File: src/rtl/lfu_pkg.sv
package lfu_pkg;

  localparam int PAGE_BITS  = 16;
  localparam int CFG_BITS   = 4;
  localparam int SLOT_BITS  = 3;
  localparam int FAULT_BITS = 32;

  typedef logic [PAGE_BITS-1:0] page_t;

  typedef struct packed {
    page_t page_number;
    logic  end_of_sequence;
  } in_t;

  typedef struct packed {
    logic                  hit;
    logic [SLOT_BITS-1:0]  frame_slot;
    logic                  evicted_valid;
    page_t                 evicted_page;
    logic [FAULT_BITS-1:0] fault_total;
  } out_t;

  typedef enum logic [1:0] {
    CMD_NONE,
    CMD_INC,
    CMD_FILL,
    CMD_CLEAR
  } cmd_t;

  typedef struct packed {
    cmd_t  cmd;
    page_t page;
  } wr_t;

  typedef struct packed {
    page_t page;
    logic  found;
    logic  min_set;
    logic  min_valid;
    page_t min_page;
  } probe_t;

endpackage

File: src/rtl/lfu_cell.sv
module lfu_cell
  import lfu_pkg::*;
#(
  parameter int IDX        = 0,
  parameter int IDX_BITS   = 3,
  parameter int COUNT_BITS = 16
) (
  input  logic                  clk,
  input  logic                  rst,
  input  logic                  active,
  input  probe_t                probe_in,
  input  logic [IDX_BITS-1:0]   hit_slot_in,
  input  logic [IDX_BITS-1:0]   min_slot_in,
  input  logic [COUNT_BITS-1:0] min_count_in,
  output probe_t                probe_out,
  output logic [IDX_BITS-1:0]   hit_slot_out,
  output logic [IDX_BITS-1:0]   min_slot_out,
  output logic [COUNT_BITS-1:0] min_count_out,
  input  wr_t                   wr,
  input  logic [IDX_BITS-1:0]   wr_slot
);

  localparam logic [IDX_BITS-1:0]   MY_SLOT = IDX_BITS'(IDX);
  localparam logic [COUNT_BITS-1:0] ONE     = {{(COUNT_BITS-1){1'b0}}, 1'b1};

  page_t                 page;
  logic                  valid;
  logic [COUNT_BITS-1:0] count;

  logic match;
  logic take;

  probe_t                probe_next;
  logic [IDX_BITS-1:0]   hit_slot_next;
  logic [IDX_BITS-1:0]   min_slot_next;
  logic [COUNT_BITS-1:0] min_count_next;

  assign match = active && valid && (page == probe_in.page) && !probe_in.found;
  assign take  = active && (!probe_in.min_set || (count < min_count_in));

  always_comb begin
    probe_next     = probe_in;
    hit_slot_next  = hit_slot_in;
    min_slot_next  = min_slot_in;
    min_count_next = min_count_in;
    if (match) begin
      probe_next.found = 1'b1;
      hit_slot_next    = MY_SLOT;
    end
    if (take) begin
      probe_next.min_set   = 1'b1;
      probe_next.min_valid = valid;
      probe_next.min_page  = page;
      min_slot_next        = MY_SLOT;
      min_count_next       = count;
    end
  end

  always_ff @(posedge clk) begin
    probe_out     <= probe_next;
    hit_slot_out  <= hit_slot_next;
    min_slot_out  <= min_slot_next;
    min_count_out <= min_count_next;
  end

  always_ff @(posedge clk) begin
    if (rst || wr.cmd == CMD_CLEAR) begin
      page  <= '0;
      valid <= 1'b0;
      count <= '0;
    end else if (wr_slot == MY_SLOT) begin
      unique case (wr.cmd)
        CMD_INC: begin
          if (count != '1) begin
            count <= count + ONE;
          end
        end
        CMD_FILL: begin
          page  <= wr.page;
          valid <= 1'b1;
          count <= ONE;
        end
        default: begin
        end
      endcase
    end
  end

endmodule

File: src/rtl/lfu_page_replacement.sv
// Channel  Direction  Signals
// in       input      in_valid, in_ready, in_data (in_t)
// out      output     out_valid, out_ready, out_data (out_t)
// cfg      input      cfg_wr_en, cfg_wr_data (frames_in_use)
//
// In a transaction the probe walks the chain of frame cells one cell a cycle,
// then the write state writes back and loads the result.
// A new transaction is taken once the previous write-back is done.
// A result stalled at the output holds the write-back until it is taken.
// Synchronous reset clears all frames, the fault total and frames_in_use to 8.
module lfu_page_replacement
  import lfu_pkg::*;
#(
  parameter int FRAMES     = 8,
  parameter int COUNT_BITS = 16
) (
  input  logic                clk,
  input  logic                rst,
  input  logic                in_valid,
  output logic                in_ready,
  input  in_t                 in_data,
  output logic                out_valid,
  input  logic                out_ready,
  output out_t                out_data,
  input  logic                cfg_wr_en,
  input  logic [CFG_BITS-1:0] cfg_wr_data
);

  localparam int IDX_BITS = (FRAMES > 1) ? $clog2(FRAMES) : 1;
  localparam logic [IDX_BITS-1:0] LAST_STEP = IDX_BITS'(FRAMES - 1);

  typedef enum logic [1:0] {
    ST_IDLE,
    ST_SEARCH,
    ST_WRITE
  } state_t;

  state_t                 state;
  logic [IDX_BITS-1:0]    step;
  in_t                    req;
  logic [CFG_BITS-1:0]    frames_in_use;
  logic [FAULT_BITS-1:0]  fault;
  logic [FAULT_BITS-1:0]  fault_next;

  probe_t                         probe     [FRAMES+1];
  logic [FRAMES:0][IDX_BITS-1:0]   hit_slot;
  logic [FRAMES:0][IDX_BITS-1:0]   min_slot;
  logic [FRAMES:0][COUNT_BITS-1:0] min_count;
  logic [FRAMES-1:0]               active;

  wr_t                 wr;
  logic [IDX_BITS-1:0] wr_slot;
  logic                commit;
  probe_t              res;
  logic [IDX_BITS-1:0] res_slot;
  logic                ev_valid;

  assign in_ready = (state == ST_IDLE);

  assign probe[0] = '{page: req.page_number, found: 1'b0, min_set: 1'b0,
                      min_valid: 1'b0, min_page: '0};
  assign hit_slot[0]        = '0;
  assign min_slot[0]        = '0;
  assign min_count[0]       = '0;

  for (genvar i = 0; i < FRAMES; i++) begin : g_cell
    assign active[i] = (i == 0) || (32'(frames_in_use) > 32'(i));

    lfu_cell #(
      .IDX        (i),
      .IDX_BITS   (IDX_BITS),
      .COUNT_BITS (COUNT_BITS)
    ) u_cell (
      .clk           (clk),
      .rst           (rst),
      .active        (active[i]),
      .probe_in      (probe[i]),
      .hit_slot_in   (hit_slot[i]),
      .min_slot_in   (min_slot[i]),
      .min_count_in  (min_count[i]),
      .probe_out     (probe[i+1]),
      .hit_slot_out  (hit_slot[i+1]),
      .min_slot_out  (min_slot[i+1]),
      .min_count_out (min_count[i+1]),
      .wr            (wr),
      .wr_slot       (wr_slot)
    );
  end

  assign res      = probe[FRAMES];
  assign res_slot = res.found ? hit_slot[FRAMES] : min_slot[FRAMES];
  assign ev_valid = !res.found && res.min_valid;
  assign commit   = (state == ST_WRITE) && (!out_valid || out_ready);

  assign fault_next = (!res.found && fault != '1) ? fault + FAULT_BITS'(1) : fault;

  always_comb begin
    wr.page = req.page_number;
    wr.cmd  = CMD_NONE;
    wr_slot = res_slot;
    if (commit) begin
      if (req.end_of_sequence) begin
        wr.cmd = CMD_CLEAR;
      end else if (res.found) begin
        wr.cmd = CMD_INC;
      end else begin
        wr.cmd = CMD_FILL;
      end
    end
  end

  always_ff @(posedge clk) begin
    if (rst) begin
      state         <= ST_IDLE;
      step          <= '0;
      out_valid     <= 1'b0;
      fault         <= '0;
      frames_in_use <= CFG_BITS'(8);
    end else begin
      if (cfg_wr_en) begin
        frames_in_use <= cfg_wr_data;
      end
      if (out_ready && !commit) begin
        out_valid <= 1'b0;
      end
      unique case (state)
        ST_IDLE: begin
          if (in_valid) begin
            req   <= in_data;
            step  <= '0;
            state <= ST_SEARCH;
          end
        end
        ST_SEARCH: begin
          if (step == LAST_STEP) begin
            state <= ST_WRITE;
          end else begin
            step <= step + IDX_BITS'(1);
          end
        end
        ST_WRITE: begin
          if (commit) begin
            out_valid              <= 1'b1;
            out_data.hit           <= res.found;
            out_data.frame_slot    <= SLOT_BITS'(res_slot);
            out_data.evicted_valid <= ev_valid;
            out_data.evicted_page  <= ev_valid ? res.min_page : '0;
            out_data.fault_total   <= fault_next;
            fault                  <= req.end_of_sequence ? '0 : fault_next;
            state                  <= ST_IDLE;
          end
        end
        default: begin
          state <= ST_IDLE;
        end
      endcase
    end
  end

endmodule
File: config.mk
export PLATFORM = sky130hd
export DESIGN_NAME = lfu_page_replacement
export DESIGN_NICKNAME = d
export VERILOG_FILES = /design/src/rtl/lfu_pkg.sv /design/src/rtl/lfu_cell.sv /design/src/rtl/lfu_page_replacement.sv
export SDC_FILE = /design/constraint.sdc
export NUM_CORES = 1
export LEC_CHECK = 0
export ABC_AREA = 1
export BUFFER_PORTS_ARGS = -buffer_cell sky130_fd_sc_hd__clkbuf_2
export CORE_ASPECT_RATIO = 2
export CORE_MARGIN = 4
export CORE_UTILIZATION = 35
export DETAILED_ROUTE_END_ITERATION = 8
export PLACE_DENSITY_LB_ADDON = 0.12
export SYNTH_ARGS = -nofsm -noshare
export SYNTH_HDL_FRONTEND = slang
export SYNTH_SLANG_ARGS = --single-unit
File: constraint.sdc
create_clock -name clk -period 3.85 [get_ports clk]
set_input_delay 0.9625 -clock clk [delete_from_list [all_inputs] [get_ports clk]]
set_output_delay 0.9625 -clock clk [all_outputs]
set_load 0.01 [all_outputs]
==> key figures <==
Outcome
  • Outcome: finished, final reports clean

Clock tree
  • TritonCTS buffer count: 76
  • H-tree levels: 3
  • Max Buffers Root-to-Sink: 3
  • Clk sink count: 778
  • CTS tree: built
  • Number of gates resized after cts: 0
  • Root buffer cell: clkbuf_16
  • Cts-stage hold buffer count: 0
  • Clk_lat worst skew: 0.65 ns
  • Worst-path clk slew: 0.06 ns
  • Setup repair bufs after CTS: 0

Synthesis
  • Syn nets: 4426
  • Ys Warns: 0
  • Largest cells by area after synthesis: dfxtp_1, nand2_1, edfxtp_1
  • Post-synth top cells: nand2_1, dfxtp_1, inv_1, nor2_1, nand4_1
  • Top-area cell type share of the netlist area: 42.6%
  • Post-synth EDFFs: 70
  • Seq/Total Area, Yosys: 48.9%
  • Mean Syn Cell Area: 7.76 sq um
  • Yosys cell types: 50
  • Top-count cell post-synth: nand2_1
  • Register bit total from synthesis: 778
  • Top FF cell, synth: dfxtp_1
  • Post-synthesis cell count: 4284
  • Cell area after synthesis: 33300 sq um
  • Area leader, netlist: dfxtp_1
  • Post-synth ARST share: 0%

GRT
  • Initial antenna violation count: 1
  • Largest net degree at the start of global routing: 72
  • Global Route Usage Sum: 19.3%
  • Overflow after GRT: 0
  • First-pass GRT wire length: 151000 um
  • Number of global-route vias before repair: 27200

Route
  • Via Count: 27200
  • Drt pass-1 iters: 5
  • Post-DR wirelength/cell: 17.5 um
  • # DRC: 0
  • Total Wirelength: 98500 um
  • Antenna-violating nets left: 0
  • Starting DRT DRC Count: 1337
  • Vias per inst: 4.85

Timing
  • Slew @ Worst Pin: 0.978 ns
  • RSZ-0062 raised after global routing: false
  • Hold Slack: 0.346 ns
  • Fin. max-slew vios: 0
  • Final TNS setup: 0 ns
  • Peak Freq: 344 MHz
  • Post-layout minimum cycle time: 2.91 ns
  • # setup viols final: 0
  • Final hold viol count: 0
  • Clock skew: 0.0216 ns
  • Worst slew margin: 34.8%
  • Crit share post-route: 75.6%

Cells and area
  • Fill cell count: 9746
  • Layout cells sized above 1: 8.48%
  • Register Area: 16300 sq um
  • Area grow syn2layout: 13.2%
  • Total Nets Final: 4494
  • Area of the multi-input gates: 14500 sq um

Floorplan
  • Die Footprint: 100000 sq um
  • Die outline height: 444 um
  • Core box area: 94100 sq um
  • Rows: 159
  • Boundary pin count: 81
  • Initial core utilization: 35.3%
  • Die Width: 226 um

Place
  • PortBufs: 80
  • Hpwl dp: 75600 um
  • Gpl congestion: 0.944

Min path
  • Hold Path Depth: 0
  • Worst Hold Class: reg2reg
  • Hold EP: g_cell[6].u_cell.probe_out[26]
  • Min-delay src: g_cell[5].u_cell.probe_out[26]

Power
  • Leakage power: 15.6 nW
  • Worst vdd ir: 273 uV
  • Pwr dens: 428 nW/um^2

Worst setup path
  • FF-to-FF End: g_cell[5].u_cell.probe_out[9]
  • Largest delay share family, worst path: simple AND/OR/NAND/NOR gates
  • Slowest CP cell: nor3_1
  • R2R Setup Slk: 0.94 ns
  • Most used cell, CP: nand2_1
  • CP endpoint kind: register
  • CP Class: reg2reg
  • R2R depth: 11
  • Crit path DAT: 3.50 ns
  • Worst path cell trace: buf_4 -> ha_1 -> nand2_1 -> inv_1 -> nand3_1 -> nor3_1 -> nand2_1 -> nand3_1 -> buf_4 -> nand2_1 -> nand2_1
  • Worst Path Max Fanout: 20
  • Worst Path Required: 4.44 ns
  • Crit-path max cell delay: 0.63 ns
  • Critical Path Source Type: register
  • Critical R2R Launch: g_cell[5].u_cell.count[15]
  • Worst path bufs/invs: 3

Flow run
  • Total of max-cap violations: 0
-- per-stage QoR --
stage	util, %	setup WS [ns]	std cells	instance area, sq um	total power [mW]
after CTS	40.0	0.975	5616	37600	16.4
final	40.0	0.939	5617	37600	16.1
after global routing	40.0	0.802	5617	37600	16.7
after global placement	37.3	0.822	5481	35100	8.77
after floorplan	-	0.573	4284	33300	8.61
after detailed placement	37.3	0.784	5481	35100	8.77
-- cell usage in the layout (no fill, tap or decap), drive strengths merged, types with 17 or more instances in the layout --
cell,n
a21oi,271
xor2,66
inv,460
xnor2,32
nand4,276
ha,116
dfxtp,708
clkbuf,186
edfxtp,70
nand2,1058
or2,17
o21ai,212
nor2,435
and2,27
nand3,206
clkinv,24
nor3,86
buf,88
-- report_power, final --
group          internal [mW]  switching (mW)  leakage (nW)
registers               8.22          0.0626          6.44
logic                 0.0769           0.228          7.92
clock network           4.25            3.26          1.24
-- per-layer routing --
metal,routed length (um),track usage [%]
met1,32600,17.0
met2,55900,39.4
met3,2830,2.45
met4,7140,12.5
met5,0,0
-- worst max-delay path by stage --
stage / slack, ns / from / cells after the start / endpoint
CTS: 0.98 / g_cell[5].u_cell.count[15] / 11 / g_cell[5].u_cell.probe_out[13]
floorplan: 0.57 / out_ready / 5 / out_data[0]
global route: 0.80 / g_cell[7].u_cell.probe_out[18] / 9 / g_cell[0].u_cell.count[1]
detailed placement: 0.78 / out_ready / 7 / g_cell[2].u_cell.count[14]
global placement: 0.82 / out_ready / 7 / g_cell[0].u_cell.count[9]
finish: 0.94 / g_cell[5].u_cell.count[15] / 11 / g_cell[5].u_cell.probe_out[9]
-- sequential cells by signal (all words and copies together), names as in the netlist, 16 cells and up --
| name | cells |
|---|---|
| probe | 16 |
| g_cell.u_cell.hit_slot_out | 17 |
| g_cell.u_cell.page | 128 |
| fault | 32 |
| g_cell.u_cell.min_slot_out | 17 |
| g_cell.u_cell.count | 128 |
| g_cell.u_cell.probe_out | 256 |
| out_data | 53 |
| g_cell.u_cell.min_count_out | 112 |
-- logic make-up after synthesis --
family | count (synthesis) | synth area share, %
AOI/OAI and AO/OA | 524 | 8.26
xor gates and xnor gates | 98 | 2.58
adders and majority gates | 116 | 4.36
buffers and inverters | 639 | 7.55
DFF | 778 | 48.9
and+or+nand+nor | 2129 | 28.3
-- final cells by class --
cell class | count | area share, %
timing repair buffer | 168 | 2.89
sequential | 778 | 43.3
inverter | 461 | 4.62
clock buffer | 106 | 5.98
multi-input combinational | 2867 | 38.6
clock inverter | 29 | 0.665
antenna | 1 | 0.00665
tap | 1207 | 4.01
Note: power is estimated with default switching activity, not from simulation.
